--- src/design/brc_pkg.sv ---
`timescale 1ns / 1ps
`default_nettype none

package brc_pkg;

  // one message byte as held in the input stage
  typedef struct packed {
    logic [7:0] data_byte;
    logic       last_byte;
  } brc_item_t;

  localparam logic [7:0]  ALPHA_MUL    = 8'd17;
  localparam logic [7:0]  BETA_MUL     = 8'd31;
  localparam logic [15:0] FIRST_OFFSET = 16'd7;
  localparam logic [16:0] FOLD_MOD     = 17'd65535;

endpackage

`default_nettype wire

--- src/design/brc_if.sv ---
`timescale 1ns / 1ps
`default_nettype none

// byte request channel
interface brc_in_if;
  logic       valid;
  logic       ready;
  logic [7:0] data_byte;
  logic       last_byte;

  modport source (output valid, output data_byte, output last_byte, input ready);
  modport sink   (input valid, input data_byte, input last_byte, output ready);
endinterface

// checksum result channel
interface brc_out_if;
  logic        valid;
  logic        ready;
  logic [15:0] checksum;

  modport source (output valid, output checksum, input ready);
  modport sink   (input valid, input checksum, output ready);
endinterface

`default_nettype wire

--- src/design/byte_recurrence_checksum_unit.sv ---
`timescale 1ns / 1ps
`default_nettype none

// Second-order recurrence checksum over a byte message. Each request carries one
// byte and a last-byte flag; the checksum of the message appears on the result
// channel after its last byte, and the unit then waits for the next message.
// One byte is taken every clock cycle unless the input stalls: a request lands
// in an input register and is folded into the running state as it leaves it,
// where the result register captures the checksum; a result thus passes the
// input register and then the result register. The state update (two small
// multiplies, a subtract and a fold mod 65535) sets the rate. A pending result
// stalls the input only while a last byte waits behind it in the input register.
module byte_recurrence_checksum_unit (
  input  wire logic clk,
  input  wire logic rst_n,
  brc_in_if.sink    in_ch,
  brc_out_if.source out_ch
);
  import brc_pkg::*;

  logic        s1_valid_r, s1_valid_nxt;
  brc_item_t   s1_item_r;
  logic        s1_advance;
  logic        out_valid_r, out_valid_nxt;
  logic [15:0] out_checksum_r;
  logic [15:0] checksum_nxt;
  logic        in_take;

  // input stage moves on unless it would overwrite a waiting result
  assign s1_advance = s1_valid_r
                   && (!s1_item_r.last_byte || !out_valid_r || out_ch.ready);
  assign in_ch.ready = !s1_valid_r || s1_advance;
  assign in_take     = in_ch.valid && in_ch.ready;

  assign s1_valid_nxt = in_take ? 1'b1 : (s1_advance ? 1'b0 : s1_valid_r);

  // result register
  always_comb begin
    out_valid_nxt = out_valid_r;
    if (s1_advance && s1_item_r.last_byte) begin
      out_valid_nxt = 1'b1;
    end else if (out_ch.ready) begin
      out_valid_nxt = 1'b0;
    end
  end

  brc_core u_core (
    .clk          (clk),
    .rst_n        (rst_n),
    .fire         (s1_advance),
    .item         (s1_item_r),
    .checksum_nxt (checksum_nxt)
  );

  always_ff @(posedge clk) begin
    if (!rst_n) begin
      s1_valid_r  <= 1'b0;
      out_valid_r <= 1'b0;
    end else begin
      s1_valid_r  <= s1_valid_nxt;
      out_valid_r <= out_valid_nxt;
    end
  end

  // payload registers
  always_ff @(posedge clk) begin
    if (in_take) begin
      s1_item_r.data_byte <= in_ch.data_byte;
      s1_item_r.last_byte <= in_ch.last_byte;
    end
    if (s1_advance && s1_item_r.last_byte) begin
      out_checksum_r <= checksum_nxt;
    end
  end

  assign out_ch.valid    = out_valid_r;
  assign out_ch.checksum = out_checksum_r;

endmodule

`default_nettype wire

--- src/design/brc_core.sv ---
`timescale 1ns / 1ps
`default_nettype none

module brc_core (
  input  wire logic              clk,
  input  wire logic              rst_n,
  input  wire logic              fire,
  input  wire brc_pkg::brc_item_t item,
  output logic [15:0]            checksum_nxt
);
  import brc_pkg::*;

  logic        in_message_r, in_message_nxt;
  logic [7:0]  position_r, position_nxt;
  logic [15:0] previous_r, previous_nxt;
  logic [15:0] current_r, current_nxt;

  logic [15:0] alpha_full, beta_full;
  logic [7:0]  alpha, beta;
  logic [8:0]  coef;
  logic [24:0] prod_cur, prod_prev, diff;
  logic        non_neg;
  logic [15:0] diff_mod, step_val;

  // fold a 25-bit value mod 2^16-1: high part plus low part, one correction
  function automatic logic [15:0] fold_mod(input logic [24:0] x);
    logic [16:0] s;
    s = {8'b0, x[24:16]} + {1'b0, x[15:0]};
    if (s >= FOLD_MOD) begin
      s = s - FOLD_MOD;
    end
    return s[15:0];
  endfunction

  // wrapped negative difference: (1 - r) mod 2^16-1
  function automatic logic [15:0] neg_mod(input logic [15:0] r);
    logic [16:0] t;
    t = 17'h10000 - {1'b0, r};
    if (t >= FOLD_MOD) begin
      t = t - FOLD_MOD;
    end
    return t[15:0];
  endfunction

  // position dependent coefficients
  assign alpha_full = {8'b0, position_r} * {8'b0, ALPHA_MUL};
  assign beta_full  = {8'b0, position_r} * {8'b0, BETA_MUL};
  assign alpha      = alpha_full[7:0];
  assign beta       = beta_full[7:0];
  assign coef       = {1'b0, item.data_byte} + {1'b0, alpha};

  // recurrence products and signed difference
  assign prod_cur  = {16'b0, coef} * {9'b0, current_r};
  assign prod_prev = {17'b0, beta} * {9'b0, previous_r};
  assign non_neg   = prod_cur >= prod_prev;
  assign diff      = non_neg ? (prod_cur - prod_prev) : (prod_prev - prod_cur);
  assign diff_mod  = fold_mod(diff);
  assign step_val  = non_neg ? diff_mod : neg_mod(diff_mod);

  // value after this byte, also the checksum when it is the last one
  assign checksum_nxt = in_message_r ? step_val : ({8'b0, item.data_byte} + FIRST_OFFSET);

  // state update
  always_comb begin
    in_message_nxt = in_message_r;
    position_nxt   = position_r;
    previous_nxt   = previous_r;
    current_nxt    = current_r;
    if (fire) begin
      if (item.last_byte) begin
        in_message_nxt = 1'b0;
        position_nxt   = 8'd0;
        previous_nxt   = 16'd1;
        current_nxt    = 16'd1;
      end else if (!in_message_r) begin
        in_message_nxt = 1'b1;
        position_nxt   = 8'd1;
        previous_nxt   = 16'd1;
        current_nxt    = checksum_nxt;
      end else begin
        position_nxt = position_r + 8'd1;
        previous_nxt = current_r;
        current_nxt  = checksum_nxt;
      end
    end
  end

  always_ff @(posedge clk) begin
    if (!rst_n) begin
      in_message_r <= 1'b0;
      position_r   <= 8'd0;
      previous_r   <= 16'd1;
      current_r    <= 16'd1;
    end else begin
      in_message_r <= in_message_nxt;
      position_r   <= position_nxt;
      previous_r   <= previous_nxt;
      current_r    <= current_nxt;
    end
  end

endmodule

`default_nettype wire

--- src/flat_wrapper.sv ---
// flat-port wrapper written by rule: the top's interface ports become plain ports
module byte_recurrence_checksum_unit_flat import brc_pkg::*;
  (clk, rst_n, in_ch_valid, in_ch_data_byte, in_ch_last_byte, in_ch_ready, out_ch_valid, out_ch_checksum, out_ch_ready);
  brc_in_if in_ch_i ();
  brc_out_if out_ch_i ();
  input  wire logic clk;
  input  wire logic rst_n;
  input wire logic [$bits(in_ch_i.valid)-1:0] in_ch_valid;
  input wire logic [$bits(in_ch_i.data_byte)-1:0] in_ch_data_byte;
  input wire logic [$bits(in_ch_i.last_byte)-1:0] in_ch_last_byte;
  output wire logic [$bits(in_ch_i.ready)-1:0] in_ch_ready;
  output wire logic [$bits(out_ch_i.valid)-1:0] out_ch_valid;
  output wire logic [$bits(out_ch_i.checksum)-1:0] out_ch_checksum;
  input wire logic [$bits(out_ch_i.ready)-1:0] out_ch_ready;
  assign in_ch_i.valid = in_ch_valid;
  assign in_ch_i.data_byte = in_ch_data_byte;
  assign in_ch_i.last_byte = in_ch_last_byte;
  assign in_ch_ready = in_ch_i.ready;
  assign out_ch_valid = out_ch_i.valid;
  assign out_ch_checksum = out_ch_i.checksum;
  assign out_ch_i.ready = out_ch_ready;
  byte_recurrence_checksum_unit u_core (.clk(clk), .rst_n(rst_n), .in_ch(in_ch_i), .out_ch(out_ch_i));
endmodule
--- config.mk ---
export PLATFORM = sky130hd
export DESIGN_NAME = byte_recurrence_checksum_unit_flat
export DESIGN_NICKNAME = d
export VERILOG_FILES = /design/src/design/brc_pkg.sv /design/src/design/brc_if.sv /design/src/design/byte_recurrence_checksum_unit.sv /design/src/design/brc_core.sv /design/src/flat_wrapper.sv
export SDC_FILE = /design/constraint.sdc
export NUM_CORES = 1
export LEC_CHECK = 0
export BUFFER_PORTS_ARGS = -buffer_cell sky130_fd_sc_hd__buf_2
export CAP_MARGIN = 30
export CORE_ASPECT_RATIO = 2
export CORE_MARGIN = 2
export CORE_UTILIZATION = 60
export CTS_CLUSTER_SIZE = 28
export DETAILED_ROUTE_END_ITERATION = 6
export GPL_TIMING_DRIVEN = 0
export PLACE_DENSITY = 0.76
export SKIP_CTS_REPAIR_TIMING = 1
export SYNTH_ARGS = -nofsm -noshare
export SYNTH_HDL_FRONTEND = slang
export SYNTH_SLANG_ARGS = --single-unit
--- constraint.sdc ---
create_clock -name clk -period 14.8 [get_ports clk]
set_input_delay 0.74 -clock clk [delete_from_list [all_inputs] [get_ports clk]]
set_output_delay 0.74 -clock clk [all_outputs]
set_load 0.01 [all_outputs]
Yosys cells after proc, flatten, opt, wreduce, memory -nomap -nowiden

Cells that the tools add are included.

Bits of input ports: 13
Register bits after elaboration: 68

Reduce and logical (&&, ||, !) cells: 11
Order comparisons: 3
Multiply operators: 4
Mux-type cells: 15
Add/sub/neg operators: 9

Operator list:

| cell                                                  | number |
|---|---|
| 2-to-1 mux 16 bit                                     | 7 |
| >= comparator 17 x 16 -> 1 bit, second input constant | 2 |
| subtractor 16 bit, second input constant              | 2 |
| >= comparator 25 x 24 -> 1 bit                        | 1 |
| multiplier 9 x 16 -> 25 bit                           | 1 |
| 2-to-1 mux 25 bit                                     | 1 |
| subtractor 24 x 25 -> 25 bit                          | 1 |
| subtractor 25 x 24 -> 25 bit                          | 1 |
| multiplier 8 x 16 -> 24 bit                           | 1 |
| adder 9 x 16 -> 17 bit                                | 1 |
| subtractor 17 x 16 -> 17 bit, first input constant    | 1 |
| multiplier 8 x 5 -> 8 bit, second input constant      | 2 |
| 2-to-1 mux 8 bit                                      | 2 |
| adder 8 x 3 -> 9 bit, second input constant           | 1 |
| adder 8 x 8 -> 9 bit                                  | 1 |
| adder 8 x 1 -> 8 bit, second input constant           | 1 |
| 2-to-1 mux 1 bit                                      | 5 |
| nonzero test 2 bit                                    | 2 |
| logical AND 1 bit                                     | 3 |
| logical NOT 1 bit                                     | 3 |
| logical OR 1 bit                                      | 3 |

Depth between registers and ports, before layout

Depth after elaboration: 14
Gate-level depth with buffers: 73
Gate-level depth less buffers: 70

Hierarchy

A second synthesis with hierarchy kept.

Cells, all modules: 1,942
Area, all modules: 16,265.6 sq um

By module, submodules not included:

| module                        | cells an instance | area an instance (sq um) | instances |
|---|---|---|---|
| brc_core                      | 1,905             | 15,397.3                 | 1 |
| byte_recurrence_checksum_unit | 37                | 868.3                    | 1 |

Least setup slack after synthesis

Ideal clock, no wire load.

Path kind: reg2reg
Start point: register u_core.u_core.position_r[1]
End point: register u_core.out_checksum_r[13] (netlist: u_core.out_ch.checksum[13]), data pin
Period minus slack after synthesis: 16.130 ns
Data required time: 14.545 ns
Library setup time: 0.255 ns
Path buffers: 2
Data arrival time: 15.875 ns
Setup slack: -1.330 ns
Cell stages (with the launch flop): 70
Cell sequence: dfxtp_1 > fa_1 > inv_1 > fa_1 > inv_1 > fa_1 > xnor2_1 > xnor2_1 > clkbuf_1 > nor2b_1 > fa_1 > fa_1 > inv_1 > fa_1 > fa_1 > inv_1 > ha_1 > inv_1 > [... 34 more ...] > nor4_1 > o2111ai_1 > a221oi_4 > o211ai_4 > a2111oi_4 > mux2i_1 > ha_1 > nor2b_1 > nand2_1 > mux2_4 > a211oi_1 > o21ai_0 > a2111oi_0 > o22ai_2 > nor3_2 > o21ai_1 > a41o_1 > and2_1

Word-level cells in the longest chain between the ends: 13

RTL lines:

| what                                                                | RTL line                            | text |
|---|---|---|
| start: declaration                                                  | brc_core.sv:14                      | `logic [7:0] position_r, position_nxt;` |
| start signal: assignment                                            | brc_core.sv:96                      | `position_r <= position_nxt;` |
| multiplier 8 x 5 -> 8 bit                                           | brc_core.sv:46                      | `assign alpha_full = {8'b0, position_r} * {8'b0, ALPHA_MUL};` |
| adder 8 x 8 -> 9 bit                                                | brc_core.sv:50                      | `assign coef = {1'b0, item.data_byte} + {1'b0, alpha};` |
| multiplier 9 x 16 -> 25 bit                                         | brc_core.sv:53                      | `assign prod_cur = {16'b0, coef} * {9'b0, current_r};` |
| subtractor 24 x 25 -> 25 bit, or another cell as far along          | brc_core.sv:56                      | `assign diff = non_neg ? (prod_cur - prod_prev) : (prod_prev - prod_cur);` |
| 2-to-1 mux 25 bit                                                   | brc_core.sv:56                      |  |
| adder 9 x 16 -> 17 bit                                              | brc_core.sv:28                      | `s = {8'b0, x[24:16]} + {1'b0, x[15:0]};` |
| subtractor 16 bit or >= comparator 17 x 16 -> 1 bit (tied branches) | brc_core.sv:30, brc_core.sv:29      |  |
| 2-to-1 mux 16 bit                                                   | brc_core.sv:29                      | `if (s >= FOLD_MOD) begin` |
| subtractor 17 x 16 -> 17 bit                                        | brc_core.sv:38                      | `t = 17'h10000 - {1'b0, r};` |
| subtractor 16 bit or >= comparator 17 x 16 -> 1 bit (tied branches) | brc_core.sv:40, brc_core.sv:39      |  |
| 2-to-1 mux 16 bit                                                   | brc_core.sv:39                      | `if (t >= FOLD_MOD) begin` |
| 2-to-1 mux 16 bit *                                                 | brc_core.sv:58                      | `assign step_val = non_neg ? diff_mod : neg_mod(diff_mod);` |
| 2-to-1 mux 16 bit *                                                 | brc_core.sv:61                      | `assign checksum_nxt = in_message_r ? step_val : ({8'b0, item.data_byte} + FIRST_OFFSET);` |
| via u_core.checksum_nxt[13]                                         | byte_recurrence_checksum_unit.sv:26 | `logic [15:0] checksum_nxt;` |
| end signal: assignment                                              | byte_recurrence_checksum_unit.sv:72 | `out_checksum_r <= checksum_nxt;` |
| end: declaration                                                    | byte_recurrence_checksum_unit.sv:25 | `logic [15:0] out_checksum_r;` |

Mark *: on every way through the listed nets, which the timed path passes. The rest lies on a longest branch.
A chain may end at the register's enable or synchronous reset.

Final worst setup path

Start point: register u_core.u_core.position_r[2]
End point: register u_core.out_checksum_r[9] (netlist: u_core.out_ch.checksum[9]), data pin

Same word-level chain as after synthesis.

==> run_results.csv <==
group,metric,value,unit
die,start_util,0.608,
synthesis,synth_top_area_share,0.241,
worst_hold_path,min_delay_path_depth,2,
finish,fin_nets,2488,
global_route,grt_overflow,0,
die,dieArea,28700,sq um
synthesis,yosys-top-cells-count,"310 x inv_1, 207 x nand2_1, 197 x fa_1",
die,rows,85,
worst_setup_path,max_stage_delay,0.58,ns
clock_tree,clockBufferDepth,2,
worst_hold_path,hold_end,"u_core.u_core.previous_r[7]",
clock_tree,cts_tree,"built",
place,port_buffers,30,
clock_tree,clk-insertion-delay-late,0.33,ns
clock_tree,path_clk_slew,0.06,ns
worst_hold_path,min_path_type,"flip-flop to flip-flop",
clock_tree,cts.htree.levels,3,
detailed_routing,drt-initial-drc-count,871,
detailed_routing,routed_wl,50.3,mm
synthesis,ys.flop_type,"dfxtp_1",
die,die_y,237,um
synthesis,syn_inst,1995,
finish,antenna_cells,0,
worst_setup_path,path_buf_inv,8,
timing,timing.final.crit_share,1.09,
detailed_routing,wl_per_cell,20.5,um
clock_tree,clock-root-buffer,"clkbuf_16",
timing,tns,-37.85,ns
synthesis,synth_edf_count,25,
worst_setup_path,timing.rr.end,"u_core.out_ch.checksum[9]",
worst_setup_path,reg2reg_slack,-1.36,ns
synthesis,netlist-cell-type-count,87,
global_route,grt_pass1_vias,14800,
worst_hold_path,worstHoldStart,"u_core.u_core.current_r[7]",
worst_setup_path,cp-start-kind,"flip-flop",
global_route,grt_antenna_before_repair,0,
place,dp_cells,2373,
timing,setup_ws,-1.36,ns
timing,worst_slew_pin_slew,1.08,ns
timing,report.final.slew_viol_count,0,
global_route,grt_max_degree,19,
finish,stdcell_count,2457,
flow_run,maxCapViolations,0,
timing,final.min_clock_period,16.16,ns
timing,relSlewSlack,0.278,
finish,drive_above_1_share,0.136,
place,hpwl,41.2,mm
detailed_routing,vias_per_cell,5.99,
worst_setup_path,cp_top_family,"adder cells",
worst_setup_path,crit_arrival,16.24,ns
worst_setup_path,cp_slowest_cell,"fa_1",
synthesis,synth_area_per_cell,8.20,sq um
detailed_routing,antenna_left,0,
timing,hold_slack,0.517,ns
synthesis,synthArstFlopShare,0,
synthesis,syn_area,16300,sq um
synthesis,yosysSeqAreaShare,0.0986,
timing,fmax,61.9,MHz
synthesis,yosysTopAreaCell,"fa_1",
timing,rsz0062_at_grt,"true",
worst_setup_path,r2r-start,"u_core.u_core.position_r[2]",
global_route,gr-usage-all-layers,0.342,
detailed_routing,drc_errors,0,
worst_setup_path,crit_fanout,10,
die,ios,31,
clock_tree,cts_buffers,9,
finish,fillers,2222,
finish,area_delta_synth_final,14.7,%
synthesis,synth_nets,2379,
worst_setup_path,required,14.88,ns
timing,fin_skew,0.00874,ns
outcome,status,"finished, violations left",
synthesis,synth.most_common_cell,"inv_1",
die,die_x,121,um
synthesis,synthTopCellsByArea,"fa_1 24%, ha_1 13%, inv_1 7.1%",
global_route,grt_pass1_wl,76.5,mm
detailed_routing,firstDrtPassIters,5,
finish,fin_util,0.697,
synthesis,synth_warnings,0,
worst_setup_path,reg2reg_depth,68,
detailed_routing,vias,14700,
timing,finalSetupViolCount,32,
clock_tree,clock-sinks,68,
die,core_area,26900,sq um
place,gp_congestion,0.975,
worst_setup_path,crit_type,"flip-flop to flip-flop",
worst_setup_path,crit_path_end_kind,"flip-flop",
synthesis,ys_ff_latch,68,
outcome,failed_checks,"setup timing",
timing,finalHoldViolCount,0,
## cell families (layout without fill, tap and decap cells)
logic type               after synthesis  count (layout)  share of synthesized area
XOR/XNOR                             108             108                     0.0579
multiplexers                           8               9                    0.00559
flip-flops                            68              68                     0.0986
buffers and inverters                391             504                     0.0902
adder cells (fa/ha/maj)              373             373                      0.376
AND/OR/NAND/NOR                      623             623                      0.199
AO/OA/AOI/OAI                        424             424                      0.173
## worst register-to-register path, delay by kind of cell (launching register included)
kind / cells / cell delay (ns)
muxes: 2 / 0.62
adders and majority gates: 12 / 5.04
xor gates and xnor gates: 4 / 0.76
buffers and inverters: 8 / 1.03
AOI/OAI and AO/OA: 28 / 4.96
DFF: 1 / 0.37
and+or+nand+nor: 14 / 3.13
## placed cells by master (no fill, tap or decap), drive strengths merged, types with 29 or more instances in the layout
| cell type | netlist | layout |
|---|---|---|
| inv | 310 | 311 |
| nand2 | 207 | 207 |
| fa | 197 | 197 |
| ha | 174 | 174 |
| and2 | 158 | 158 |
| a21oi | 127 | 127 |
| buf | 7 | 116 |
| o21ai | 79 | 79 |
| xnor2 | 78 | 78 |
| clkbuf | 74 | 71 |
| nor2 | 69 | 69 |
| dfxtp | 43 | 43 |
| nor2b | 40 | 40 |
| o21bai | 38 | 38 |
| a21o | 35 | 35 |
| xor2 | 30 | 30 |
| nand3 | 29 | 29 |
## registers in the layout, indices dropped and copies added (netlist names)
signal                      flops
u_core.out_ch.valid             1
u_core.s1_valid_r               1
u_core.u_core.in_message_r      1
u_core.u_core.previous_r       16
u_core.u_core.current_r        16
u_core.u_core.position_r        8
u_core.s1_item_r                9
u_core.out_ch.checksum         16
## per-layer routing
layer | global-route usage | share of wire | vias up
li1 | - | - | 6804
met1 | 0.341 | 0.34 | 7216
met2 | 0.648 | 0.54 | 503
met3 | 0.0264 | 0.034 | 202
met4 | 0.243 | 0.090 | 0
met5 | 0 | 0 | -
## how the worst max path moves through the flow
stage,end,cells past startpoint,start
final,u_core.out_ch.checksum[9],68,u_core.u_core.position_r[2]
after global routing,u_core.u_core.current_r[7],68,u_core.u_core.position_r[2]
after CTS,u_core.out_ch.checksum[15],64,u_core.u_core.position_r[5]
after detailed placement,u_core.out_ch.checksum[15],64,u_core.u_core.position_r[5]
after global placement,u_core.out_ch.checksum[15],64,u_core.u_core.position_r[5]
after floorplan,u_core.out_ch.checksum[13],68,u_core.u_core.position_r[0]
## cell type report
| class | instances | area, sq um | share of cell area |
|---|---|---|---|
| Buffer | 79 | 395 | 0.0211 |
| Clock buffer | 9 | 225 | 0.0120 |
| Clock inverter | 7 | 76.3 | 0.00407 |
| Inverter | 310 | 1160 | 0.0621 |
| Multi-Input combinational cell | 1537 | 14100 | 0.752 |
| Sequential cell | 68 | 1630 | 0.0870 |
| Tap cell | 348 | 435 | 0.0232 |
| Timing Repair Buffer | 99 | 713 | 0.0380 |
## through the flow
stage	area, sq um	setup slack [ns]
3_3_place_gp	17200	-3.32
5_1_grt	18700	-1.88
3_5_place_dp	17200	-3.48
6_report	18700	-1.36
2_1_floorplan	16600	0.0128
4_1_cts	17500	-3.60
Power is not shown: default switching activity piles up to over one toggle a cycle in this logic, so the estimate is an artifact.
